### src/sv/tgard_pkg.sv
`default_nettype none

package tgard_pkg;

    // Default palette size, handed to the top level parameter
    localparam int PALETTE_DEPTH_DEF = 256;

    // Entries in the queue between front and back
    localparam int QUEUE_DEPTH = 4;

    // Input item types
    localparam logic REQ_PALETTE = 1'b0;
    localparam logic REQ_STREAM  = 1'b1;

    // Configuration as seen by the front end
    typedef struct packed {
        logic        rle_enable;
        logic [1:0]  depth_mode;
        logic [31:0] pixel_total;
    } cfg_t;

    typedef enum logic {
        ENTRY_PAL_WRITE,
        ENTRY_PIXEL
    } entry_kind_t;

    // One queued command for the back end
    typedef struct packed {
        entry_kind_t kind;
        logic        use_pal;    // colour comes from the palette
        logic [7:0]  index;      // palette address (write or lookup)
        logic [23:0] rgb;        // {red, green, blue}
        logic [7:0]  alpha;
        logic [7:0]  count;
        logic        image_end;
    } entry_t;

endpackage

`default_nettype wire

### src/sv/tgard_queue.sv
`default_nettype none

// Small FIFO between front and back
module tgard_queue (
    input  wire logic              clk,
    input  wire logic              rst_n,
    input  wire logic              push,
    input  wire tgard_pkg::entry_t push_entry,
    output logic                   full,
    output logic                   q_valid,
    output tgard_pkg::entry_t      q_entry,
    input  wire logic              pop
);

    localparam int PTR_W = $clog2(tgard_pkg::QUEUE_DEPTH);
    localparam int CNT_W = $clog2(tgard_pkg::QUEUE_DEPTH + 1);

    tgard_pkg::entry_t slots_reg [tgard_pkg::QUEUE_DEPTH];

    logic [PTR_W-1:0] wr_ptr_reg, wr_ptr_next;
    logic [PTR_W-1:0] rd_ptr_reg, rd_ptr_next;
    logic [CNT_W-1:0] fill_reg, fill_next;

    assign full    = (fill_reg == CNT_W'(tgard_pkg::QUEUE_DEPTH));
    assign q_valid = (fill_reg != '0);
    assign q_entry = slots_reg[rd_ptr_reg];

    // Pointer and fill update
    always_comb
    begin
        wr_ptr_next = wr_ptr_reg;
        rd_ptr_next = rd_ptr_reg;
        fill_next   = fill_reg;
        if (push)
        begin
            wr_ptr_next = (wr_ptr_reg == PTR_W'(tgard_pkg::QUEUE_DEPTH - 1)) ?
                          '0 : wr_ptr_reg + PTR_W'(1);
        end
        if (pop)
        begin
            rd_ptr_next = (rd_ptr_reg == PTR_W'(tgard_pkg::QUEUE_DEPTH - 1)) ?
                          '0 : rd_ptr_reg + PTR_W'(1);
        end
        case ({push, pop})
            2'b10:   fill_next = fill_reg + CNT_W'(1);
            2'b01:   fill_next = fill_reg - CNT_W'(1);
            default: fill_next = fill_reg;
        endcase
    end

    always_ff @(posedge clk or negedge rst_n)
    begin
        if (!rst_n)
        begin
            wr_ptr_reg <= '0;
            rd_ptr_reg <= '0;
            fill_reg   <= '0;
        end
        else
        begin
            wr_ptr_reg <= wr_ptr_next;
            rd_ptr_reg <= rd_ptr_next;
            fill_reg   <= fill_next;
        end
    end

    // Slot storage
    always_ff @(posedge clk)
    begin
        if (push)
            slots_reg[wr_ptr_reg] <= push_entry;
    end

endmodule

`default_nettype wire

### config.mk
export PLATFORM = sky130hd
export DESIGN_NAME = tgard_queue
export DESIGN_NICKNAME = d
export VERILOG_FILES = /design/src/sv/tgard_pkg.sv /design/src/sv/tgard_queue.sv
export SDC_FILE = /design/constraint.sdc
export NUM_CORES = 1
export LEC_CHECK = 0
export ABC_AREA = 1
export BUFFER_PORTS_ARGS = -buffer_cell sky130_fd_sc_hd__buf_2
export CORE_ASPECT_RATIO = 0.6
export CORE_MARGIN = 4
export CORE_UTILIZATION = 58
export DETAILED_ROUTE_END_ITERATION = 7
export HOLD_SLACK_MARGIN = 0.06
export PLACE_DENSITY_LB_ADDON = 0.2
export SETUP_SLACK_MARGIN = 0.1
export SYNTH_ARGS = -nofsm -noshare
export SYNTH_HDL_FRONTEND = slang
export SYNTH_SLANG_ARGS = --single-unit
### constraint.sdc
create_clock -name clk -period 2.8 [get_ports clk]
set_input_delay 0.14 -clock clk [delete_from_list [all_inputs] [get_ports clk]]
set_output_delay 0.14 -clock clk [all_outputs]
set_load 0.01 [all_outputs]
# ---- Yosys cells after proc, flatten, opt, wreduce, memory -nomap -nowiden
# Memory sizes are Yosys's and may differ from the RTL's.
# Index checks and enable logic that the tools add are counted.
dict set report word_totals {
  mem_count 1
  ram_bits 204
  regBits 7
  word_cells 20
  input_bits 55
  output_inout_bits 53
}
dict set report classes {
  addsub 4
  n_eq_ne 5
  n_mux 5
  reduce_logical 2
}
# name words word_bits rd rd_clocked_by_memory_dff write_ports line
set mem_list {}
lappend mem_list {slots_reg 4 51 1 0 1 tgard_queue.sv:18} ;# tgard_pkg::entry_t slots_reg [tgard_pkg::QUEUE_DEPTH];
# cell count
set ops {}
lappend ops {{2-bit == test (second input constant)} 3}
lappend ops {{3-bit one-hot mux with 2 select lines} 1}
lappend ops {{2-bit by 1-bit adder with 2-bit output (second input constant)} 2}
lappend ops {{2-bit two-way mux} 2}
lappend ops {{3-bit by 1-bit adder with 3-bit output (second input constant)} 1}
lappend ops {{3-bit == test (second input constant)} 1}
lappend ops {{3-bit nonzero test} 1}
lappend ops {{3-bit by 1-bit subtractor with 3-bit output (second input constant)} 1}
lappend ops {{2-bit by 1-bit == test with 1-bit output (second input constant)} 1}
lappend ops {{1-bit two-way mux} 2}
lappend ops {{2-bit nonzero test} 1}

# ---- Logic depth before layout (Yosys ltp)
# Gate-level depths: netlist of run 1.
dict set report depth {
  word_depth 2
  mapped_depth 10
  mapped_depth_nobuf 9
}

# ---- Least setup slack after synthesis of run 1
# No wires, ideal clock.
dict set report synth_path {
  path_kind {register -> register}
  from {register wr_ptr_reg[0]}
  to {memory slots_reg[2][0] (netlist name), enable pin}
  setup_ns 0.405
  required_time_ns 2.395
  period_less_slack_ns 2.081
  path_buffers 0
  stages_incl_launch_ff 5
  arrival_time_ns 1.676
  slack_ns 0.719
  cell_sequence {dfrtp_1 -> inv_1 -> ha_1 -> nand2_1 -> inv_1}
}
# element line
set synth_rtl {}
lappend synth_rtl {{start, declared} tgard_queue.sv:20} ;# logic [PTR_W-1:0] wr_ptr_reg, wr_ptr_next;
lappend synth_rtl {{start signal, assigned} tgard_queue.sv:61} ;# wr_ptr_reg <= wr_ptr_next;
lappend synth_rtl {{end, declared} tgard_queue.sv:18}
# Straight into the memory's write port.

==> results of run 1 <==
-- synthesized netlist by cell type (all sizes together) --
master / number
edfxtp: 204
nand2: 166
inv: 117
o211ai: 102
buf: 32
dfrtp: 7
ha: 6
o21ai: 5
clkbuf: 2
nand3: 2
nor2: 2
fa: 1
nand4: 1
nor3: 1
xnor2: 1
-- kinds of logic (layout without fill, tap and decap cells) --
group,Yosys count,in the layout
fa+ha+maj,7,7
xor+xnor,1,1
flops,211,211
other cells,0,2
buf+inv,151,326
compound gates,107,107
simple gates,172,172
-- worst register-to-register path, delay by kind of cell, from the launching register on --
kind,cells,cell delay [ps]
simple gates,1,60
fa+ha+maj,1,160
flops,1,420
buf+inv,3,940
-- cell type report --
cell class / count / area [sq um]
Clock buffer: 30 / 559
Timing Repair Buffer: 176 / 1270
Multi-Input combinational cell: 287 / 2170
Sequential cell: 211 / 6300
Fill cell: 1021 / 4520
Antenna cell: 2 / 5.00
Tap cell: 203 / 254
Clock inverter: 3 / 16.3
Inverter: 117 / 449
-- stage by stage --
stage	instances	area (sq um)	power (mW)	utilization, %
floorplan	649	9300	7.11	-
finish	1029	11000	10.5	70.9
CTS	1027	11000	10.6	70.9
detailed placement	939	9900	8.08	63.7
global route	1029	11000	11.1	70.9
global placement	939	9900	7.95	63.7
-- per-layer routing --
| layer | part of all wire [%] | global-route usage, % |
|---|---|---|
| met5 | 0 | 0 |
| met4 | 1.2 | 3.34 |
| met3 | 6.1 | 4.35 |
| met2 | 47 | 33.3 |
| met1 | 46 | 29.1 |
-- power by group --
part           total [mW]  internal (mW)  switching [mW]  leakage [nW]
combinational        3.73           1.35            2.38          2.34
clock                2.43           1.37            1.06         0.277
sequential           4.31           4.06           0.250          1.96
total                10.5           6.78            3.69          4.57
-- final timing paths --
kind,to,slack (ps),cells past startpoint
min in group asynchronous,rd_ptr_reg[0]$_DFFE_PN0P_,630,3
max in group asynchronous,rd_ptr_reg[1]$_DFFE_PN0P_,1880,3
hold reg to reg,fill_reg[2]$_DFFE_PN0P_,480,2
setup / recovery,q_entry[0],340,4
setup reg to reg,slots_reg[2][38]$_DFFE_PP_,920,5
hold / removal,slots_reg[1][39]$_DFFE_PP_,410,2
-- timing repair --
| action | CTS | global route |
|---|---|---|
| hold buffers | 55 | 0 |
| resized for setup | 0 | 0 |
| hold endpoints to repair | 215 | 0 |
==> impl_metrics.ini, run 1 <==
[placed_design]
final_wtd_congestion = 0.733
detailed_place_hpwl_um = 10900
dp_slack_ps = 876
io_buffer_count = 107

[yosys]
synth_nets = 711
synth_xor_area_share_pct = 0.0941
netlist.area_leader.share_pct = 65.8
number_of_different_library_cells_in_the_post_synthesis_netlist = 23
yosys_warnings = 0
synth.yosys.seq_area_share_pct = 67.7
combinational_family_with_the_most_area_after_synthesis = compound AO/OA/AOI/OAI gates
syn_inst = 649
ys_top_cells_by_area = sky130_fd_sc_hd__edfxtp_1, sky130_fd_sc_hd__o211ai_2, sky130_fd_sc_hd__nand2_1
post_syn_area_per_cell_sq_um = 14.3
adder_cell_share_of_the_synthesized_area_pct = 1.02
synth_largest_area_cell = sky130_fd_sc_hd__edfxtp_1
synth-simple-area-share_pct = 8.27
mux_contribution_to_synthesized_area_pct = 0
synth.ff_latch_count = 211
synthesis.area_sq_um = 9300
compound_cell_area_share_of_the_yosys_netlist_pct = 14.0

[worst_setup_path]
crit_arrival_ps = 2320
launching_instance_or_port_of_the_critical_path = rd_ptr_reg[1]$_DFFE_PN0P_
timing.critical_path.max_delay_family = buffers and inverters
worstPathCellList = buf_4 > o211ai_2 > nand2_1 > buf_2
critPathMaxStageDelay_ps = 690
end_kind = primary output
cp_data_required_time_ps = 2660
timing.critical_path.buf_inv = 2
timing.critical_path.from_type = register
critical_path.slowest_cell = sky130_fd_sc_hd__dfrtp_4
critical_path_class = register to primary output
critPathMaxFanout = 31
reg2reg_from = wr_ptr_reg[0]$_DFFE_PN0P_

[timing]
period_minus_slack_ps = 2460
slew_viol_final = 0
setup_violations = 0
slew_headroom_pct = 58.2
timing.hold.ws_ps = 410
fin_tns_setup_ps = 0
rsz0062_at_grt = no
max_freq_mhz = 406
measured_slew_at_the_worst_slew_check_pin_ps = 626
min_period_over_period_pct = 88.0
final-hold-violation-count = 0
worst_slack_ps = 337
finClkSkew_ps = 7.64

[global_routing]
residual_overflow_from_global_routing = 0
antenna_found_initial = 2
grt_start_max_net_pins = 61
grt_util_all_layers_pct = 20.4
grt_pass1_wl_um = 29200
first_global_vias = 5511

[routing]
vias_per_cell = 5.22
post_detailed_route_wirelength_per_cell_um = 17.5
detail_route.wirelength_um = 18000
first_pass_iters = 4
antenna_violating_nets_post_route = 0
drt_iter0_drc = 354
drc_errors = 0
dr_total_vias = 5374

[floorplanning]
die_width_um = 172
core_area_sq_um = 15500
dieArea_sq_um = 18200
io-pin-count = 108
core.rowCount = 35
die_y_um = 106
floorplan.initialDensity_pct = 59.8

[layout]
final_cell_mix = sky130_fd_sc_hd__edfxtp_1, sky130_fd_sc_hd__nand2_1, sky130_fd_sc_hd__inv_1
largest_register_ff_count = 204
final_layout_size_suffix_gt1_share_pct = 36.3
final_net_count = 875
area.growth.synth_to_final_pct = 18.5
layout_commonest_cell = sky130_fd_sc_hd__edfxtp_1

[clocking]
cts-buffers-inserted = 20
cts_tree = yes
cts-root-buf = sky130_fd_sc_hd__clkbuf_16
cts_max_path_buffers = 3
post_cts_setup_inserts = 0
latest_clock_arrival_within_the_worst_skew_pair_ps = 480
htree_num_levels = 1
worst_setup_hold_path_clk_slew_ps = 60
tritoncts_num_sinks = 211

[power]
p_leak_nw = 4.57
worst_ir_drop_on_vdd_mv = 0.699
power_density_nw_per_um2 = 949

[flow_run]
timing.max_cap.violations = 0

[hold_path]
worstHoldPathType = input port to register
min-delay-start = push_entry[39]

[run_status]
result_of_the_run = finished, final reports clean
(Power assumes the default switching activity.)
==> inputs of run 2 (changes only) <==
CORE_UTILIZATION = 63   (was 58)
CTS_CLUSTER_SIZE = 30   (was not set)
clock period = 2.95 ns   (was 2.8 ns; I/O delays follow)
==> run 2 against run 1 <==
Against the previous run:
- cell count is 0.87% lower
- clock power is 12% lower
- wire length is 3.4% lower
- die area is 7.5% lower
- combinational power is 4% lower
- critical path depth is 2 higher
==> impl_metrics.ini, run 2 (synthesized netlist as in run 1, its figures left out) <==
[run_status]
result_of_the_run = finished, final reports clean

[hold_path]
hold_depth = 2
worstHoldPathType = input port to register
hold_path_end = slots_reg[1][38]$_DFFE_PP_
min-delay-start = push_entry[38]

[placed_design]
final_wtd_congestion = 0.733
detailed_place_hpwl_um = 10500
io_buffer_count = 107
cell_area_after_placement_sq_um = 9890

[worst_setup_path]
critical_path.slowest_cell = sky130_fd_sc_hd__dfrtp_1
reg2reg_from = wr_ptr_reg[0]$_DFFE_PN0P_
timing.critical_path.mode_cell = sky130_fd_sc_hd__nand2_1
timing.critical_path.max_delay_family = buffers and inverters
critPathMaxStageDelay_ps = 450
reg_to_reg_setup_timing_slack_ps = 1040
reg2reg_to = slots_reg[3][23]$_DFFE_PP_
timing.critical_path.from_type = register
worstPathCellList = inv_8 > buf_4 > nand2_1 > o211ai_2 > nand2_1 > buf_2
timing.critical_path.buf_inv = 3
critical_path_class = register to primary output
critPathMaxFanout = 56
crit_arrival_ps = 2150
end_kind = primary output
cp_data_required_time_ps = 2800
worst-r2r-cell-count = 4

[timing]
finClkSkew_ps = 8.91
min_period_over_period_pct = 77.9
measured_slew_at_the_worst_slew_check_pin_ps = 918
slew_viol_final = 0
period_minus_slack_ps = 2300
rsz0062_at_grt = no
setup_violations = 0
max_freq_mhz = 435
slew_headroom_pct = 38.8
final-hold-violation-count = 0
fin_tns_setup_ps = 0

[clocking]
cts-buffers-inserted = 19
cts-root-buf = sky130_fd_sc_hd__clkbuf_16
htree_num_levels = 1
tritoncts_num_sinks = 211
latest_clock_arrival_within_the_worst_skew_pair_ps = 470
cts_tree = yes
cts_max_path_buffers = 3
worst_setup_hold_path_clk_slew_ps = 60

[layout]
final_net_count = 876
area.growth.synth_to_final_pct = 17.8
final_cell_area_sq_um = 11000
final_cell_mix = sky130_fd_sc_hd__edfxtp_1, sky130_fd_sc_hd__nand2_1, sky130_fd_sc_hd__inv_1
num_antenna_cells = 0
largest_register_ff_count = 204
final_layout_size_suffix_gt1_share_pct = 36.6
layout_commonest_cell = sky130_fd_sc_hd__edfxtp_1

[power]
p_leak_nw = 4.55
worst_ir_drop_on_vdd_mv = 0.542
finalPower_mw = 9.75
power_density_nw_per_um2 = 889

[global_routing]
grt_pass1_wl_um = 27900
residual_overflow_from_global_routing = 0
first_global_vias = 5267
antenna_found_initial = 0
grt_start_max_net_pins = 57
grt_util_all_layers_pct = 21.3

[routing]
vias_per_cell = 5.21
first_pass_iters = 5
dr_total_vias = 5313
detail_route.wirelength_um = 17400
antenna_violating_nets_post_route = 0
drt_iter0_drc = 445
post_detailed_route_wirelength_per_cell_um = 17.1
drc_errors = 0

[floorplanning]
io-pin-count = 108
core.rowCount = 34
dieArea_sq_um = 16800
floorplan.initialDensity_pct = 64.3
core_area_sq_um = 14500
die_width_um = 165
die_y_um = 102

[flow_run]
timing.max_cap.violations = 0
-- run 2: cell types whose count changed in the layout (fill, tap and decap cells not counted) --
cell	delta
sky130_fd_sc_hd__clkinvlp_4	+1
sky130_fd_sc_hd__buf_4	+3
sky130_fd_sc_hd__clkbuf_1	-5
sky130_fd_sc_hd__buf_12	-1
sky130_fd_sc_hd__diode_2	-2
sky130_fd_sc_hd__clkinv_2	+2
sky130_fd_sc_hd__clkbuf_16	-2
sky130_fd_sc_hd__clkinv_4	-1
sky130_fd_sc_hd__clkinv_1	+1
-- run 2: final cells by class --
cell class,count,area (sq um)
Inverter,117,449
Timing Repair Buffer,178,1270
Sequential cell,211,6300
Tap cell,198,248
Fill cell,888,3500
Clock buffer,23,490
Multi-Input combinational cell,287,2170
Clock inverter,6,28.8
-- run 2: timing repair --
item	in CTS	in global routing
setup endpoints to repair	0	0
setup buffers	0	0
endpoints found under the hold margin	215	0
gates resized for setup	0	0
hold buffers	55	0
-- run 2: power breakdown --
part           switching [mW]  internal, mW  total, mW
registers               0.172          3.85       4.02
logic                    2.29          1.28       3.58
clock network           0.978          1.17       2.15
total                    3.44          6.31       9.75
-- run 2: metal layers --
| layer | vias to the layer above | GRT usage [%] | wire length (um) |
|---|---|---|---|
| li1 | 2567 | - | - |
| met1 | 2575 | 31.2 | 8110 |
| met2 | 153 | 34.7 | 8030 |
| met3 | 18 | 4.03 | 1080 |
| met4 | 0 | 3.13 | 209 |
| met5 | - | 0 | 0 |
-- run 2: worst max path at each step --
stage | startpoint | end | slack [ps] | cells after the start
after floorplan | wr_ptr_reg[0]$_DFFE_PN0P_ | slots_reg[2][0]$_DFFE_PP_ | 870 | 4
after global placement | wr_ptr_reg[0]$_DFFE_PN0P_ | slots_reg[2][35]$_DFFE_PP_ | 1130 | 5
after detailed placement | wr_ptr_reg[0]$_DFFE_PN0P_ | slots_reg[3][16]$_DFFE_PP_ | 1030 | 4
after CTS | rd_ptr_reg[1]$_DFFE_PN0P_ | q_entry[27] | 610 | 4
after global routing | rd_ptr_reg[0]$_DFFE_PN0P_ | q_entry[28] | 520 | 6
final | rd_ptr_reg[0]$_DFFE_PN0P_ | q_entry[28] | 650 | 6
-- run 2: through the flow --
| stage | std cells | utilization, % | setup WS [ps] | hold WS, ps |
|---|---|---|---|---|
| 6_report | 1020 | 75.8 | 651 | 425 |
| 5_1_grt | 1020 | 75.8 | 523 | 416 |
| 4_1_cts | 1020 | 75.8 | 607 | 405 |
| 3_5_place_dp | 936 | 68.4 | 1030 | -5.03 |
| 3_3_place_gp | 936 | 68.4 | 1130 | -10.4 |
| 2_1_floorplan | 649 | - | 869 | -148 |
==> inputs of run 3 (changes only) <==
CORE_UTILIZATION = 53   (was 63)
clock period = 1.9 ns   (was 2.95 ns; I/O delays follow)
==> run 3 against run 2 <==
Against the previous run:
- utilization down 4.0 points
- clock power up 87%
- sequential power up 56%
- combinational power up 130%
- register-to-register slack worse by 670 ps
- wire length up 27%
- cell count up 8.4%
- setup slack worse by 640 ps
- final area up 12%
- critical endpoint is now q_entry[1]
- largest power group is now combinational logic
- highest routed layer unchanged
==> impl_metrics.ini, run 3 (synthesized netlist as in run 1, its figures left out) <==
[timing]
slew_headroom_pct = 73.0
final-hold-violation-count = 0
period_minus_slack_ps = 1890
measured_slew_at_the_worst_slew_check_pin_ps = 404
min_period_over_period_pct = 99.6
max_freq_mhz = 528
rsz0062_at_grt = yes
worst_slack_ps = 7.42
finClkSkew_ps = 9.20
slew_viol_final = 0
setup_violations = 0
timing.hold.ws_ps = 355

[layout]
final_cell_mix = sky130_fd_sc_hd__edfxtp_1, sky130_fd_sc_hd__inv_1, sky130_fd_sc_hd__o211ai_2
area.growth.synth_to_final_pct = 32.5
final_layout_size_suffix_gt1_share_pct = 43.5
num_antenna_cells = 0
final_net_count = 919
layout_commonest_cell = sky130_fd_sc_hd__edfxtp_1
largest_register_ff_count = 204

[routing]
first_pass_iters = 5
post_detailed_route_wirelength_per_cell_um = 20.1
detail_route.wirelength_um = 22200
drt_iter0_drc = 424
drc_errors = 0
vias_per_cell = 5.19
dr_total_vias = 5737
antenna_violating_nets_post_route = 0

[floorplanning]
die_width_um = 179
core.rowCount = 37
io-pin-count = 108
dieArea_sq_um = 19800
floorplan.initialDensity_pct = 54.2
die_y_um = 111
core_area_sq_um = 17200

[global_routing]
residual_overflow_from_global_routing = 0
grt_pass1_wl_um = 32100
antenna_found_initial = 0
first_global_vias = 5778
grt_start_max_net_pins = 39
grt_util_all_layers_pct = 20.9

[worst_setup_path]
timing.critical_path.from_type = register
worstPathCellList = buf_12 > clkinv_16 > buf_12 > buf_16 > nand2_1 > o211ai_2 > nand2_1 > buf_6
critPathCapture = q_entry[1]
end_kind = primary output
critPathMaxStageDelay_ps = 410
launching_instance_or_port_of_the_critical_path = rd_ptr_reg[0]$_DFFE_PN0P_
timing.critical_path.buf_inv = 5
critical_path_class = register to primary output
worst-r2r-cell-count = 5
critPathMaxFanout = 11
reg_to_reg_setup_timing_slack_ps = 370
cp_data_required_time_ps = 1800
reg2reg_from = wr_ptr_reg[0]$_DFFE_PN0P_
crit_arrival_ps = 1800
reg2reg_to = slots_reg[2][10]$_DFFE_PP_
worstSetupPathDepth = 8
critical_path.slowest_cell = sky130_fd_sc_hd__dfrtp_2
timing.critical_path.max_delay_family = buffers and inverters

[power]
power_density_nw_per_um2 = 1510
p_leak_nw = 5.13
worst_ir_drop_on_vdd_mv = 0.810

[clocking]
cts_max_path_buffers = 3
cts_tree = yes
htree_num_levels = 1
latest_clock_arrival_within_the_worst_skew_pair_ps = 490
cts-root-buf = sky130_fd_sc_hd__clkbuf_16
cts-buffers-inserted = 21
worst_setup_hold_path_clk_slew_ps = 60
tritoncts_num_sinks = 211

[placed_design]
dp_slack_ps = 380
final_wtd_congestion = 0.752
detailed_place_hpwl_um = 11500
io_buffer_count = 107

[hold_path]
worstHoldPathType = input port to register

[flow_run]
timing.max_cap.violations = 0

[run_status]
result_of_the_run = finished, final reports clean
==> run 3: cell types whose count changed in the layout (fill, tap and decap cells not counted), sizes merged <==
cell      previous run  this run
clkinv               5        12
clkbuf              23        31
buf                123       154
bufinv               0         2
inv                117       115
clkinvlp             1         5
==> run 3: worst register-to-register path, delay by kind of cell (launching register included) <==
family / cells / cell delay, ps
adders and majority gates: 1 / 170
and+or+nand+nor: 1 / 80
buffers and inverters: 3 / 520
DFF: 1 / 410
==> run 3: how the worst min path moves through the flow <==
stage              startpoint                         end  slack, ps  cells after the start
2_1_floorplan           rst_n     fill_reg[0]$_DFFE_PN0P_       -200                      0
3_3_place_gp            rst_n   rd_ptr_reg[0]$_DFFE_PN0P_        -50                      1
3_5_place_dp            rst_n   rd_ptr_reg[0]$_DFFE_PN0P_        -50                      1
4_1_cts        push_entry[37]  slots_reg[0][37]$_DFFE_PP_        340                      2
5_1_grt        push_entry[39]  slots_reg[3][39]$_DFFE_PP_        360                      2
6_report       push_entry[25]  slots_reg[1][25]$_DFFE_PP_        350                      2
==> run 3: area by class of cell <==
cell class                 count  area, sq um
clock buffer                  24          537
clock inverter                14          128
fill                        1085         4840
inverter                     117          507
multi-input combinational    287         2370
sequential                   211         6310
tap                          234          293
timing repair buffer         216         2140
timing repair inverter         3         43.8
==> run 3: repair_timing <==
action | in CTS | in global routing
resized for setup | 32 | 69
hold buffers | 55 | 0
pin swaps | 1 | 22
cloned | 10 | 12
buffers inserted | 17 | 1
endpoints found under the hold margin | 216 | 0
setup endpoints to repair | 51 | 51
==> run 3: power breakdown <==
part	switching [mW]	internal [mW]	total, mW
Clock	1.72	2.32	4.03
Combinational	4.62	3.72	8.34
Sequential	0.285	5.98	6.27
==> run 3: stage by stage <==
step / cells / setup TNS [ps] / total power [mW] / area, sq um / utilization (%)
global placement: 976 / 0 / 12.0 / 10100 / 58.7
detailed placement: 976 / 0 / 12.2 / 10100 / 58.7
floorplan: 649 / 0 / 10.5 / 9320 / -
CTS: 1096 / 0 / 17.8 / 11900 / 69.1
global route: 1106 / -150 / 19.5 / 12300 / 71.8
finish: 1106 / 0 / 18.6 / 12300 / 71.8
==> run 3: layer usage <==
metal	track usage, %	up-vias	routed length (um)
met2	34.1	179	10500
met5	0	-	0
met1	30.4	2865	10100
met3	3.59	27	1350
met4	3.17	0	286
li1	-	2666	-
