<file path="src/sv/tgard_pkg.sv">
`default_nettype none

package tgard_pkg;

    // Default palette size, handed to the top level parameter
    localparam int PALETTE_DEPTH_DEF = 256;

    // Entries in the queue between front and back
    localparam int QUEUE_DEPTH = 4;

    // Input item types
    localparam logic REQ_PALETTE = 1'b0;
    localparam logic REQ_STREAM  = 1'b1;

    // Configuration as seen by the front end
    typedef struct packed {
        logic        rle_enable;
        logic [1:0]  depth_mode;
        logic [31:0] pixel_total;
    } cfg_t;

    typedef enum logic {
        ENTRY_PAL_WRITE,
        ENTRY_PIXEL
    } entry_kind_t;

    // One queued command for the back end
    typedef struct packed {
        entry_kind_t kind;
        logic        use_pal;    // colour comes from the palette
        logic [7:0]  index;      // palette address (write or lookup)
        logic [23:0] rgb;        // {red, green, blue}
        logic [7:0]  alpha;
        logic [7:0]  count;
        logic        image_end;
    } entry_t;

endpackage

`default_nettype wire

</file>
<file path="src/sv/tgard_in_if.sv">
`default_nettype none

interface tgard_in_if;
    logic       valid;
    logic       ready;
    logic       req_type;
    logic [7:0] pal_index;
    logic [7:0] pal_red;
    logic [7:0] pal_green;
    logic [7:0] pal_blue;
    logic [7:0] stream_byte;

    modport source (
        output valid, req_type, pal_index, pal_red, pal_green, pal_blue, stream_byte,
        input  ready
    );

    modport sink (
        input  valid, req_type, pal_index, pal_red, pal_green, pal_blue, stream_byte,
        output ready
    );
endinterface

`default_nettype wire

</file>
<file path="src/sv/tgard_front.sv">
`default_nettype none

// Front end: takes items, tracks packet and pixel state, queues commands
module tgard_front (
    input  wire logic             clk,
    input  wire logic             rst_n,
    input  wire tgard_pkg::cfg_t  cfg,
    tgard_in_if.sink              req,
    input  wire logic             q_full,
    output logic                  push,
    output tgard_pkg::entry_t     push_entry
);

    localparam logic [1:0] DEPTH_INDEX8 = 2'd0;
    localparam logic [1:0] DEPTH_BGR24  = 2'd1;
    localparam logic [7:0] ALPHA_OPAQUE = 8'hFF;

    logic        expect_header_reg, expect_header_next;
    logic        run_flag_reg, run_flag_next;
    logic [7:0]  packet_left_reg, packet_left_next;
    logic [1:0]  byte_pos_reg, byte_pos_next;
    logic [23:0] pixel_bytes_reg, pixel_bytes_next;
    logic [31:0] pixels_left_reg, pixels_left_next;

    assign req.ready = !q_full;

    // Per-byte state update
    always_comb
    begin
        logic [7:0]  b;
        logic [1:0]  last_pos;
        logic [31:0] shifted;
        logic [7:0]  cnt;

        b        = req.stream_byte;
        last_pos = 2'd3;
        shifted  = '0;
        cnt      = 8'd1;

        expect_header_next = expect_header_reg;
        run_flag_next      = run_flag_reg;
        packet_left_next   = packet_left_reg;
        byte_pos_next      = byte_pos_reg;
        pixel_bytes_next   = pixel_bytes_reg;
        pixels_left_next   = pixels_left_reg;

        push                 = 1'b0;
        push_entry.kind      = tgard_pkg::ENTRY_PIXEL;
        push_entry.use_pal   = 1'b0;
        push_entry.index     = '0;
        push_entry.rgb       = '0;
        push_entry.alpha     = ALPHA_OPAQUE;
        push_entry.count     = 8'd1;
        push_entry.image_end = 1'b0;

        if (req.valid && req.ready)
        begin
            if (req.req_type == tgard_pkg::REQ_PALETTE)
            begin
                push             = 1'b1;
                push_entry.kind  = tgard_pkg::ENTRY_PAL_WRITE;
                push_entry.index = req.pal_index;
                push_entry.rgb   = {req.pal_red, req.pal_green, req.pal_blue};
            end
            else
            begin
                // image start: load pixel count, restart packet state
                if (pixels_left_next == 32'd0)
                begin
                    pixels_left_next   = cfg.pixel_total;
                    expect_header_next = 1'b1;
                    run_flag_next      = 1'b0;
                    packet_left_next   = '0;
                    byte_pos_next      = '0;
                    pixel_bytes_next   = '0;
                end

                case (cfg.depth_mode)
                    DEPTH_INDEX8: last_pos = 2'd0;
                    DEPTH_BGR24:  last_pos = 2'd2;
                    default:      last_pos = 2'd3;
                endcase
                shifted = 32'(b) << {byte_pos_next, 3'b000};

                if (pixels_left_next == 32'd0)
                begin
                    // empty image: byte dropped
                end
                else if (cfg.rle_enable && expect_header_next)
                begin
                    run_flag_next      = b[7];
                    packet_left_next   = {1'b0, b[6:0]} + 8'd1;
                    expect_header_next = 1'b0;
                end
                else if (byte_pos_next < last_pos)
                begin
                    pixel_bytes_next = pixel_bytes_next | shifted[23:0];
                    byte_pos_next    = byte_pos_next + 2'd1;
                end
                else
                begin
                    // pixel complete
                    case (cfg.depth_mode)
                        DEPTH_INDEX8:
                        begin
                            push_entry.use_pal = 1'b1;
                            push_entry.index   = b;
                        end
                        DEPTH_BGR24:
                        begin
                            if (byte_pos_next >= 2'd2)
                                pixel_bytes_next = {b, pixel_bytes_next[15:0]};
                            else
                                pixel_bytes_next = pixel_bytes_next | shifted[23:0];
                            push_entry.rgb = pixel_bytes_next;
                        end
                        default:
                        begin
                            if (byte_pos_next != 2'd3)
                                pixel_bytes_next = pixel_bytes_next | shifted[23:0];
                            push_entry.rgb   = pixel_bytes_next;
                            push_entry.alpha = (byte_pos_next == 2'd3) ? b : 8'd0;
                        end
                    endcase
                    byte_pos_next    = '0;
                    pixel_bytes_next = '0;

                    // run length and packet bookkeeping
                    if (cfg.rle_enable)
                    begin
                        if (run_flag_next)
                        begin
                            cnt = (packet_left_next == 8'd0) ? 8'd1 : packet_left_next;
                            packet_left_next   = '0;
                            expect_header_next = 1'b1;
                        end
                        else
                        begin
                            if (packet_left_next != 8'd0)
                                packet_left_next = packet_left_next - 8'd1;
                            if (packet_left_next == 8'd0)
                                expect_header_next = 1'b1;
                        end
                    end

                    // clip to the pixels left
                    if (32'(cnt) > pixels_left_next)
                        cnt = pixels_left_next[7:0];
                    pixels_left_next = pixels_left_next - 32'(cnt);

                    push                 = 1'b1;
                    push_entry.count     = cnt;
                    push_entry.image_end = (pixels_left_next == 32'd0);

                    if (pixels_left_next == 32'd0)
                    begin
                        expect_header_next = 1'b1;
                        run_flag_next      = 1'b0;
                        packet_left_next   = '0;
                    end
                end
            end
        end
    end

    always_ff @(posedge clk or negedge rst_n)
    begin
        if (!rst_n)
        begin
            expect_header_reg <= 1'b1;
            run_flag_reg      <= 1'b0;
            packet_left_reg   <= '0;
            byte_pos_reg      <= '0;
            pixel_bytes_reg   <= '0;
            pixels_left_reg   <= '0;
        end
        else
        begin
            expect_header_reg <= expect_header_next;
            run_flag_reg      <= run_flag_next;
            packet_left_reg   <= packet_left_next;
            byte_pos_reg      <= byte_pos_next;
            pixel_bytes_reg   <= pixel_bytes_next;
            pixels_left_reg   <= pixels_left_next;
        end
    end

endmodule

`default_nettype wire

</file>
<file path="src/flat_wrapper.sv">
// flat-port wrapper written by rule: the top's interface ports become plain ports
module tgard_front_flat 
  (clk, rst_n, cfg, q_full, push, push_entry, req_valid, req_req_type, req_pal_index, req_pal_red, req_pal_green, req_pal_blue, req_stream_byte, req_ready);
  tgard_in_if req_i ();
  input  wire logic clk;
  input  wire logic rst_n;
  input  wire tgard_pkg::cfg_t cfg;
  input  wire logic q_full;
  output logic push;
  output tgard_pkg::entry_t push_entry;
  input wire logic [$bits(req_i.valid)-1:0] req_valid;
  input wire logic [$bits(req_i.req_type)-1:0] req_req_type;
  input wire logic [$bits(req_i.pal_index)-1:0] req_pal_index;
  input wire logic [$bits(req_i.pal_red)-1:0] req_pal_red;
  input wire logic [$bits(req_i.pal_green)-1:0] req_pal_green;
  input wire logic [$bits(req_i.pal_blue)-1:0] req_pal_blue;
  input wire logic [$bits(req_i.stream_byte)-1:0] req_stream_byte;
  output wire logic [$bits(req_i.ready)-1:0] req_ready;
  assign req_i.valid = req_valid;
  assign req_i.req_type = req_req_type;
  assign req_i.pal_index = req_pal_index;
  assign req_i.pal_red = req_pal_red;
  assign req_i.pal_green = req_pal_green;
  assign req_i.pal_blue = req_pal_blue;
  assign req_i.stream_byte = req_stream_byte;
  assign req_ready = req_i.ready;
  tgard_front u_core (.clk(clk), .rst_n(rst_n), .cfg(cfg), .req(req_i), .q_full(q_full), .push(push), .push_entry(push_entry));
endmodule
</file>
<file path="config.mk">
export PLATFORM = sky130hd
export DESIGN_NAME = tgard_front_flat
export DESIGN_NICKNAME = d
export VERILOG_FILES = /design/src/sv/tgard_pkg.sv /design/src/sv/tgard_in_if.sv /design/src/sv/tgard_front.sv /design/src/flat_wrapper.sv
export SDC_FILE = /design/constraint.sdc
export NUM_CORES = 1
export LEC_CHECK = 0
export BUFFER_PORTS_ARGS = -buffer_cell sky130_fd_sc_hd__buf_2
export CAP_MARGIN = 20
export CORE_MARGIN = 4
export CORE_UTILIZATION = 54
export DETAILED_ROUTE_END_ITERATION = 8
export PLACE_DENSITY = 0.78
export SLEW_MARGIN = 10
export SYNTH_ARGS = -nofsm -noshare
export SYNTH_HDL_FRONTEND = slang
export SYNTH_SLANG_ARGS = --single-unit
</file>
<file path="constraint.sdc">
create_clock -name clk -period 10.9 [get_ports clk]
set_clock_uncertainty 0.05 [all_clocks]
set_input_delay 2.18 -clock clk [delete_from_list [all_inputs] [get_ports clk]]
set_output_delay 2.18 -clock clk [all_outputs]
set_load 0.05 [all_outputs]
</file>
**After elaboration in Yosys (flattened, before gate mapping)**

Index checks and enable logic that the tools add are counted.

- Bits in registers: 68
- Input bits: 80
- Logic and storage cells: 118

- $add $sub $neg: 4
- Order comparisons: 3
- Eq/ne operators: 3
- Shift-type cells: 1
- Multiplexer cells: 88
- Bitwise logic cells: 1
- Reduce and logical (&&, ||, !) cells: 12

Operators with widths:

| operator | count |
|---|---|
| $mux 8 | 33 |
| $mux 32 | 7 |
| $mux 24 | 8 |
| $mux 50 | 3 |
| $logic_not 32->1 | 3 |
| $mux 51 | 1 |
| $pmux 24 s2 | 1 |
| $gt 8x32->1 | 1 |
| $sub 32x8->32 | 1 |
| $mux 1 | 24 |
| $or 24x24->24 | 1 |
| $shl 8x5->24 | 1 |
| $mux 17 | 1 |
| $logic_not 8->1 | 2 |
| $mux 2 | 8 |
| $mux 9 | 1 |
| $add 7x1->8 const B | 1 |
| $reduce_bool 8->1 | 1 |
| $sub 8x1->8 const B | 1 |
| $pmux 2 s2 | 1 |
| $add 2x1->2 const B | 1 |
| $eq 2x1->1 const B | 1 |
| $eq 2x2->1 const B | 1 |
| $ge 2x2->1 const B | 1 |
| other kinds (7) | 8 |

**Longest topological paths before layout**

Gate-level depths: netlist (run 1).

- Word-level depth: 27
- Gate-level depth with buffers: 36
- Gate-level depth less buffers: 31

**Worst setup path after synthesis (run 1)**

OpenSTA, ideal clock, no wires.

- Path kind: flip-flop to output port
- Start: register u_core.pixels_left_reg[8]
- End: output push_entry[0] (netlist bit)
- Data arrival time: 7,772 ps
- Data required time: 8,670 ps
- Slack: 898 ps
- Stages on the path, launching flop included: 30
- Buffers on the path: 6
- Cells stage by stage: dfrtp_1 -> or4_4 -> nor4_1 -> clkbuf_1 -> nand3_1 -> clkbuf_1 -> nand2_1 -> ha_1 -> clkbuf_1 -> o21ai_1 -> ha_1 -> and3_1 -> ha_1 -> nand2_1 -> o311ai_1 -> clkbuf_1 -> nor2_1 -> a21oi_1 -> ha_1 -> clkbuf_1 -> and3_1 -> a221oi_1 -> nand2_1 -> or3b_1 -> clkbuf_1 -> nor4_1 -> xnor2_1 -> nor4_1 -> nand4_1 -> nor2_1

RTL lines:

| what | RTL line | text |
|---|---|---|
| from (decl) | tgard_front.sv:23 | `logic [31:0] pixels_left_reg, pixels_left_next;` |
| from (signal assigned) | tgard_front.sv:184 | `pixels_left_reg <= pixels_left_next;` |
| to (decl) | flat_wrapper.sv:10 | `output tgard_pkg::entry_t push_entry;` |

==> results.json, run 1 <==
{
  "cts_hold_buf": 0,
  "fill_cells": 1115,
  "cap_viol_max_count": 0,
  "grt_pass1_wl_mm": 38.6,
  "dpl_cell_area_sq_um": 7470,
  "root_buffer": "clkbuf_16",
  "die_h_microns": 120,
  "p_switching_w": 0.000901,
  "drt_iter0_markers": 877,
  "mostFrequentLayoutCell": "buf_2",
  "io-pin-count": 133,
  "cp-start-kind": "input port",
  "cts.sinks": 68,
  "h-tree-depth": 3,
  "seqPwrFrac_pct": 26.6,
  "grt_max_degree": 69,
  "cts_setup_buffers": 0,
  "clkSlewWorstSetupHoldPaths_ns": 0.06,
  "vias": 8038,
  "fin_crit_sh_pct": 95.2,
  "fp.dieW_microns": 120,
  "swShare_pct": 48.6,
  "async_flop_share_pct": 100,
  "outcome": "complete, no violations",
  "drc": 0,
  "finalSetupViolCount": 0,
  "drive_above_1_share_pct": 18.9,
  "hold_viol": 0,
  "drt-vias-per-instance": 6.73,
  "leakage_nw": 3.31,
  "largest_register_ffs": 32,
  "rsz0062_at_grt": "false",
  "ir_drop_uv": 121,
  "tns_ns": 0,
  "hold_path_depth": 1,
  "powerDensity_nw_per_um2": 237,
  "ys_seq_area_share_pct": 25.1,
  "tightest_slew_ns": 1.01,
  "critical_path.max_fanout": 16,
  "gp_congestion": 1.03,
  "rrSetupSlack_ns": 2.76,
  "cts_buffer_depth": 2,
  "seqCellArea_sq_um": 1700,
  "timing.fmax_mhz": 96.4,
  "grt_antenna_before_repair": 0,
  "initial_utilization_pct": 55.7,
  "ant_nets": 0,
  "drt_first_pass_iters": 8,
  "final_cell_mix": "buf_2 (133), nand2_1 (114), a21oi_1 (90)",
  "diodes": 0,
  "syn2layout_area_growth_pct": 15.6,
  "dp_hpwl_mm": 17.6,
  "synthCells": 930,
  "clk_latency_ns": 0.35,
  "r2r_end": "u_core.packet_left_reg[5]$_DFFE_PN0P_",
  "synth_warnings": 0,
  "synth_ff_type": "dfrtp_1",
  "p_int_w": 0.000953,
  "slew_viol_final": 0,
  "track_usage_pct": 33.0,
  "critPathKind": "in -> out",
  "synth-seq-cells": 68,
  "core-area_sq_um": 12200,
  "port_buffers": 132,
  "grt_overflow": 0,
  "cp.arrival_ns": 8.14,
  "end_kind": "output pin",
  "fin_area_sq_um": 7840,
  "min_from": "u_core.pixel_bytes_reg[11]$_DFFE_PN0P_",
  "synth-edff-count": 0,
  "die_area_sq_um": 14400,
  "slew_headroom_pct": 32.5,
  "rows": 40,
  "cts_buffers": 9,
  "hold_path.class": "reg -> reg",
  "synth_area_sq_um": 6780,
  "fin_crit_ns": 10.37,
  "reg2reg_from": "u_core.pixels_left_reg[8]$_DFFE_PN0P_",
  "routed_wl_mm": 24.2,
  "clkPwrFrac_pct": 17.6,
  "num-nets-final": 1123,
  "multi_input_area_sq_um": 4740,
  "cts_tree": "yes",
  "first_global_vias": 7693,
  "syn_avg_cell_area_sq_um": 7.29,
  "rr_worst_depth": 31,
  "combPwrFrac_pct": 55.8,
  "crit_required_ns": 8.67,
  "ys_types": 78,
  "synthesis.nets": 1032,
  "wl_per_cell_microns": 20.3,
  "whs_endpoint": "u_core.pixel_bytes_reg[11]$_DFFE_PN0P_"
}
## through the flow
stage                     instances  total power, W  util (%)  setup slack, ns  hold WS (ns)
after floorplan                 930         0.00121         -            0.898         0.412
after global placement         1176         0.00147      61.4            0.858         0.432
after detailed placement       1176         0.00149      61.4            0.808         0.445
after CTS                      1192         0.00182      64.1            0.408         0.462
after global routing           1194         0.00198      64.4            0.114         0.476
final                          1194         0.00185      64.4            0.528         0.458
## final cells by class
type / instances / area share (%)
Multi-Input combinational cell: 775 / 60.6
Tap cell: 168 / 2.68
Clock inverter: 5 / 1.09
Sequential cell: 68 / 21.7
Timing Repair Buffer: 146 / 9.84
Inverter: 21 / 1.01
Clock buffer: 11 / 3.10
## per-layer routing
layer | routed length, microns | GRT usage [%] | up-vias | part of all wire [%]
met5 | 0 | 0 | - | 0
met4 | 970 | 14.4 | 0 | 4.0
met3 | 2280 | 6.97 | 98 | 9.4
met2 | 11200 | 53.5 | 481 | 46
met1 | 9780 | 42.3 | 3768 | 40
li1 | - | - | 3691 | -
## kinds of logic after synthesis
group                      count (synthesis)  synth area share (%)
muxes                                      6                 0.904
xor gates and xnor gates                  19                  2.45
and+or+nand+nor                          384                  28.3
AOI/OAI and AO/OA                        344                  33.9
buffers and inverters                     87                  5.22
adders and majority gates                 22                  4.17
DFF                                       68                  25.1
## synthesized netlist by cell type (15+ instances only)
library cell  count  area share (%)
o21ai_0          71             5.2
dfrtp_1          67              25
a21o_1           16             1.8
nand4_1          15             1.4
a22oi_1          29             3.2
nor3_1           33             2.4
nor2_1           85             4.7
nand2_1         114             6.3
or3_1            16             1.5
ha_1             21             3.9
inv_1            21             1.2
xnor2_1          15             1.9
nor4_1           30             2.8
clkbuf_1         51             2.8
a22o_1           33             4.3
nand3_1          18             1.3
a21oi_1          90             6.6
## how the worst max path moves through the flow
stage                                               start            end  slack, ns  depth (start not counted)
finish                                             cfg[8]  push_entry[0]       0.53                         21
global route        u_core.pixels_left_reg[8]$_DFFE_PN0P_  push_entry[0]       0.11                         31
CTS                 u_core.pixels_left_reg[4]$_DFFE_PN0P_  push_entry[0]       0.41                         31
detailed placement                                 cfg[8]  push_entry[0]       0.81                         21
global placement                                  cfg[16]  push_entry[0]       0.86                         21
floorplan           u_core.pixels_left_reg[8]$_DFFE_PN0P_  push_entry[0]       0.90                         29
## critical path: stages
cell and delay, ns:
buf_2 0.14, or3_1 0.43, nor4_1 0.67, nand3_1 0.32
a21oi_1 0.33, o311ai_1 0.15, buf_4 0.21, a21oi_1 0.22
ha_1 0.21, inv_1 0.05, fa_1 0.41, a211oi_1 0.45
o21ai_0 0.25, and2_1 0.26, or4_1 0.57, mux2i_1 0.18
nand2_1 0.11, nor3_1 0.23, nand4_1 0.28, nor2_1 0.19
buf_2 0.30
## power groups by stage
| stage | combinational, W | sequential (W) | clock (W) |
|---|---|---|---|
| after global routing | 0.00113 | 0.000505 | 0.000339 |
| final | 0.00103 | 0.000493 | 0.000327 |
| after global placement | 0.000991 | 0.000482 | 0 |
| after floorplan | 0.000782 | 0.000423 | 0 |
| after detailed placement | 0.00100 | 0.000482 | 0 |
| after CTS | 0.00101 | 0.000483 | 0.000328 |
## repair_timing
item,in CTS,in global routing
setup endpoints to repair,0,1
hold endpoints to repair,0,0
resized for setup,0,5
No activity file was read; power rests on OpenSTA's default activity.
==> inputs of run 2 (changes only) <==
BUFFER_PORTS_ARGS = unset   (was -buffer_cell sky130_fd_sc_hd__buf_2)
CORE_UTILIZATION = 66   (was 54)
DONT_BUFFER_PORTS = 1   (was unset)
PLACE_DENSITY = 0.82   (was 0.78)
==> run 2 against run 1 <==
Against the previous run: clock-buffer cell count down 2; critical path depth up 9; cell count down 14%; highest routed layer unchanged; setup slack worse by 0.24 ns; routed wire length about the same; die area down 17%; flip-flop and latch count unchanged; sequential power about the same.
==> results.json, run 2 (same netlist as run 1, synthesis figures left out) <==
{
  "outcome": "complete, no violations",
  "gp_congestion": 1.07,
  "syn2layout_area_growth_pct": 2.93,
  "rsz0062_at_grt": "false",
  "postLayoutCoreUtil_pct": 70.4,
  "clk_latency_ns": 0.37,
  "track_usage_pct": 39.6,
  "multi_input_area_sq_um": 4740,
  "cts_hold_buf": 0,
  "grt_antenna_before_repair": 0,
  "io-pin-count": 133,
  "fill_cells": 833,
  "drt_iter0_markers": 1175,
  "fin_crit_ns": 10.61,
  "wl_per_cell_microns": 23.6,
  "final_cell_mix": "nand2_1 (114), a21oi_1 (90), nor2_1 (84)",
  "leakage_nw": 2.67,
  "grt_pass1_wl_mm": 37.4,
  "fp.dieW_microns": 109,
  "end_kind": "output pin",
  "largest_register_ffs": 32,
  "fin_area_sq_um": 6980,
  "drc": 0,
  "crit_required_ns": 8.67,
  "dp_hpwl_mm": 17.7,
  "drt-vias-per-instance": 7.71,
  "setup_ws_ns": 0.286,
  "r2r_end": "u_core.packet_left_reg[5]$_DFFE_PN0P_",
  "seqPwrFrac_pct": 28.6,
  "diodes": 0,
  "clkSlewWorstSetupHoldPaths_ns": 0.08,
  "slew_headroom_pct": 22.6,
  "initial_utilization_pct": 68.4,
  "slew_viol_final": 0,
  "drt_first_pass_iters": 6,
  "cp_slowest_cell": "or4_1",
  "grt_overflow": 0,
  "drive_above_1_share_pct": 6.51,
  "timing.fmax_mhz": 94.2,
  "p_int_w": 0.000833,
  "tns_ns": 0,
  "combPwrFrac_pct": 58.1,
  "hold_path.class": "reg -> reg",
  "hold_path_depth": 2,
  "whs_endpoint": "u_core.pixels_left_reg[4]$_DFFE_PN0P_",
  "hold_viol": 0,
  "dpl_cell_area_sq_um": 6760,
  "ir_drop_uv": 168,
  "die_h_microns": 109,
  "seqCellArea_sq_um": 1700,
  "swShare_pct": 52.1,
  "cts_buffer_depth": 2,
  "tightest_slew_ns": 1.18,
  "cts.sinks": 68,
  "h-tree-depth": 3,
  "first_global_vias": 7318,
  "die_area_sq_um": 12000,
  "reg2reg_from": "u_core.pixels_left_reg[8]$_DFFE_PN0P_",
  "p_switching_w": 0.000904,
  "cp-start-kind": "register",
  "min_from": "u_core.pixels_left_reg[4]$_DFFE_PN0P_",
  "cts_tree": "yes",
  "clkPwrFrac_pct": 13.4,
  "grt_max_degree": 69,
  "critical_path.max_fanout": 18,
  "slowest_delay_ns": 0.79,
  "port_buffers": 0,
  "critPathKind": "reg -> out",
  "num-nets-final": 988,
  "ant_nets": 0,
  "rrSetupSlack_ns": 2.40,
  "cts_buffers": 9,
  "finalSetupViolCount": 0,
  "cap_viol_max_count": 0,
  "root_buffer": "clkbuf_8",
  "pre_cts_ws_ns": 0.962,
  "core-area_sq_um": 9910,
  "routed_wl_mm": 24.2,
  "rows": 36,
  "rr_worst_depth": 30,
  "mostFrequentLayoutCell": "nand2_1",
  "cp.arrival_ns": 8.38,
  "fin_crit_sh_pct": 97.4,
  "vias": 7900,
  "powerDensity_nw_per_um2": 249,
  "cts_setup_buffers": 0
}
run 2: cell count changes in the layout (fill, tap and decap cells not counted), sizes merged:
cell,before,now
clkbuf,11,9
inv,21,25
clkinvlp,1,2
buf,146,11
clkinv,2,0
bufinv,2,1
run 2: how the worst max path moves through the flow:
stage,cells past startpoint,startpoint,slack [ns],end
after floorplan,29,u_core.pixels_left_reg[8]$_DFFE_PN0P_,0.90,push_entry[0]
after global placement,28,u_core.pixels_left_reg[8]$_DFFE_PN0P_,1.17,push_entry[0]
after detailed placement,32,u_core.pixels_left_reg[19]$_DFFE_PN0P_,0.96,push_entry[0]
after CTS,32,u_core.pixels_left_reg[19]$_DFFE_PN0P_,0.52,push_entry[0]
after global routing,33,u_core.pixels_left_reg[0]$_DFFE_PN0P_,0.02,push_entry[0]
final,30,u_core.pixels_left_reg[8]$_DFFE_PN0P_,0.29,push_entry[0]
run 2: stage by stage:
step,power [W],std cells,hold slack (ns)
floorplan,0.00121,930,0.412
global placement,0.00143,1008,0.429
detailed placement,0.00146,1008,0.438
global route,0.00183,1024,0.476
finish,0.00174,1024,0.463
CTS,0.00169,1024,0.457
run 2: layout make-up:
class | instances | share of cell area (%)
multi-input combinational | 775 | 67.9
sequential | 68 | 24.4
tap | 133 | 2.38
clock buffer | 9 | 1.78
clock inverter | 7 | 1.18
timing repair buffer | 11 | 1.18
inverter | 21 | 1.13
run 2: power groups by stage:
stage                     registers (W)  clock network (W)  logic, W
after global routing           0.000503           0.000242   0.00109
after global placement         0.000480                  0  0.000947
after detailed placement       0.000488                  0  0.000970
after CTS                      0.000484           0.000229  0.000975
final                          0.000496           0.000232   0.00101
after floorplan                0.000423                  0  0.000782
run 2: per-layer routing:
metal  vias up  track usage (%)  wire length, microns
met4         0             20.0                  1390
li1       3430                -                     -
met5         -                0                     0
met3       152             8.04                  3000
met2       703             64.0                 11000
met1      3615             50.2                  8780
run 2: worst max-delay path: cells and delay by family, from the launching register on:
kind            cells  cell delay [ns]
compound gates     11             2.14
fa+ha+maj           4             1.03
buf+inv             4             0.82
flops               1             0.45
simple gates       11             3.59
run 2: what timing repair did:
item | 4_1_cts | 5_1_grt
endpoints found under the setup margin | 0 | 1
gates resized for setup | 0 | 2
hold endpoints to repair | 0 | 0
==> inputs of run 3 (changes only) <==
CORE_MARGIN = 2   (was 4)
==> run 3 against run 2 <==
Against the previous run: flip-flop and latch count is the same; routed wire length decreased by 2.8%; non-clock buffer count did not move; utilization up 0.77 points; via count down 1.1%.
==> results.json, run 3 (same netlist as run 1, synthesis figures left out) <==
{
  "ant_nets": 0,
  "r2r_end": "u_core.packet_left_reg[5]$_DFFE_PN0P_",
  "hold_path_depth": 2,
  "initial_utilization_pct": 68.7,
  "reg2reg_from": "u_core.pixels_left_reg[4]$_DFFE_PN0P_",
  "hold_viol": 0,
  "cp-start-kind": "register",
  "cts_buffers": 9,
  "diodes": 0,
  "io-pin-count": 133,
  "cap_viol_max_count": 0,
  "powerDensity_nw_per_um2": 249,
  "rsz0062_at_grt": "false",
  "grt_max_degree": 69,
  "h-tree-depth": 3,
  "num-nets-final": 988,
  "critical_path.max_fanout": 13,
  "largest_register_ffs": 32,
  "ir_drop_uv": 122,
  "finalSetupViolCount": 0,
  "mostFrequentLayoutCell": "nand2_1",
  "drive_above_1_share_pct": 6.85,
  "slew_viol_final": 0,
  "vias": 7817,
  "slowest_delay_ns": 0.69,
  "root_buffer": "clkbuf_8",
  "die_area_sq_um": 11100,
  "grt_overflow": 0,
  "critPathKind": "reg -> out",
  "fp.dieW_microns": 105,
  "drt-vias-per-instance": 7.63,
  "fill_cells": 827,
  "whs_endpoint": "u_core.pixels_left_reg[1]$_DFFE_PN0P_",
  "port_buffers": 0,
  "wl_per_cell_microns": 23.0,
  "grt_pass1_wl_mm": 37.4,
  "routed_wl_mm": 23.5,
  "drc": 0,
  "slew_headroom_pct": 23.1,
  "dp_hpwl_mm": 17.0,
  "fin_crit_ns": 10.49,
  "setup_ws_ns": 0.412,
  "tightest_slew_ns": 1.17,
  "hold_path.class": "reg -> reg",
  "end_kind": "output pin",
  "rr_worst_depth": 31,
  "grt_antenna_before_repair": 0,
  "cts_hold_buf": 0,
  "cp_slowest_cell": "nor4_1",
  "final_cell_mix": "nand2_1 (113), a21oi_1 (90), nor2_1 (84)",
  "pre_cts_ws_ns": 0.785,
  "track_usage_pct": 41.8,
  "cts_tree": "yes",
  "dpl_cell_area_sq_um": 6760,
  "clkSlewWorstSetupHoldPaths_ns": 0.08,
  "fin_area_sq_um": 7020,
  "cts_buffer_depth": 2,
  "cp.arrival_ns": 8.26,
  "leakage_nw": 2.69,
  "drt_iter0_markers": 828,
  "gp_congestion": 1.03,
  "die_h_microns": 105,
  "outcome": "complete, no violations",
  "rrSetupSlack_ns": 2.70,
  "fin_crit_sh_pct": 96.2,
  "syn2layout_area_growth_pct": 3.58,
  "cts.sinks": 68,
  "core-area_sq_um": 9860,
  "clk_latency_ns": 0.37,
  "timing.fmax_mhz": 95.3,
  "min_from": "u_core.pixels_left_reg[1]$_DFFE_PN0P_",
  "drt_first_pass_iters": 8,
  "first_global_vias": 7329,
  "rows": 36,
  "crit_required_ns": 8.67,
  "tns_ns": 0
}
-- run 3: repair_timing --
item / 4_1_cts / 5_1_grt
gates resized for setup: 0 / 5
buffers inserted: 0 / 0
endpoints found under the setup margin: 0 / 1
-- run 3: how the worst max path moves through the flow --
stage,startpoint,end,slack [ns],depth (start not counted)
final,u_core.pixels_left_reg[4]$_DFFE_PN0P_,push_entry[0],0.41,31
after global routing,u_core.pixels_left_reg[8]$_DFFE_PN0P_,push_entry[0],0.01,31
after CTS,u_core.pixels_left_reg[8]$_DFFE_PN0P_,push_entry[0],0.34,27
after detailed placement,u_core.pixels_left_reg[8]$_DFFE_PN0P_,push_entry[0],0.79,27
after global placement,cfg[20],push_entry[0],1.05,19
after floorplan,u_core.pixels_left_reg[8]$_DFFE_PN0P_,push_entry[0],0.90,29
-- run 3: cell type report --
| class | instances | area (sq um) | share of cell area (%) |
|---|---|---|---|
| Tap cell | 133 | 166 | 2.37 |
| Clock buffer | 10 | 138 | 1.96 |
| Timing Repair Buffer | 11 | 82.6 | 1.18 |
| Inverter | 21 | 78.8 | 1.12 |
| Sequential cell | 68 | 1700 | 24.3 |
| Clock inverter | 6 | 95.1 | 1.35 |
| Multi-Input combinational cell | 775 | 4760 | 67.8 |
-- run 3: metrics by stage --
stage                     hold WS [ns]  utilization, %  total power, W  std cells
after global placement           0.428            68.5         0.00142       1008
after global routing             0.490            71.2         0.00186       1024
after CTS                        0.467            70.9         0.00170       1024
after detailed placement         0.441            68.5         0.00144       1008
after floorplan                  0.412               -         0.00121        930
final                            0.470            71.2         0.00175       1024
-- run 3: worst max-delay path: cells and delay by family (launching register included) --
kind            cells  cell delay [ns]
buf+inv             3             0.49
simple gates       13             3.64
compound gates      9             1.76
flops               1             0.41
mux                 1             0.18
fa+ha+maj           5             1.39
-- run 3: where the power goes --
group / internal, W / total [W] / switching, W
combinational: 0.000376 / 0.00100 / 0.000624
clock: 0.000137 / 0.000252 / 0.000115
sequential: 0.000351 / 0.000494 / 0.000143
total: 0.000864 / 0.00175 / 0.000882
-- run 3: per-layer routing --
metal	up-vias	share of wire, %	wire (microns)	global-route usage [%]
met2	632	46	10900	69.2
met4	0	4.9	1150	18.4
met3	130	13	2960	9.28
li1	3435	-	-	-
met1	3620	36	8550	52.1
met5	-	0	0	0
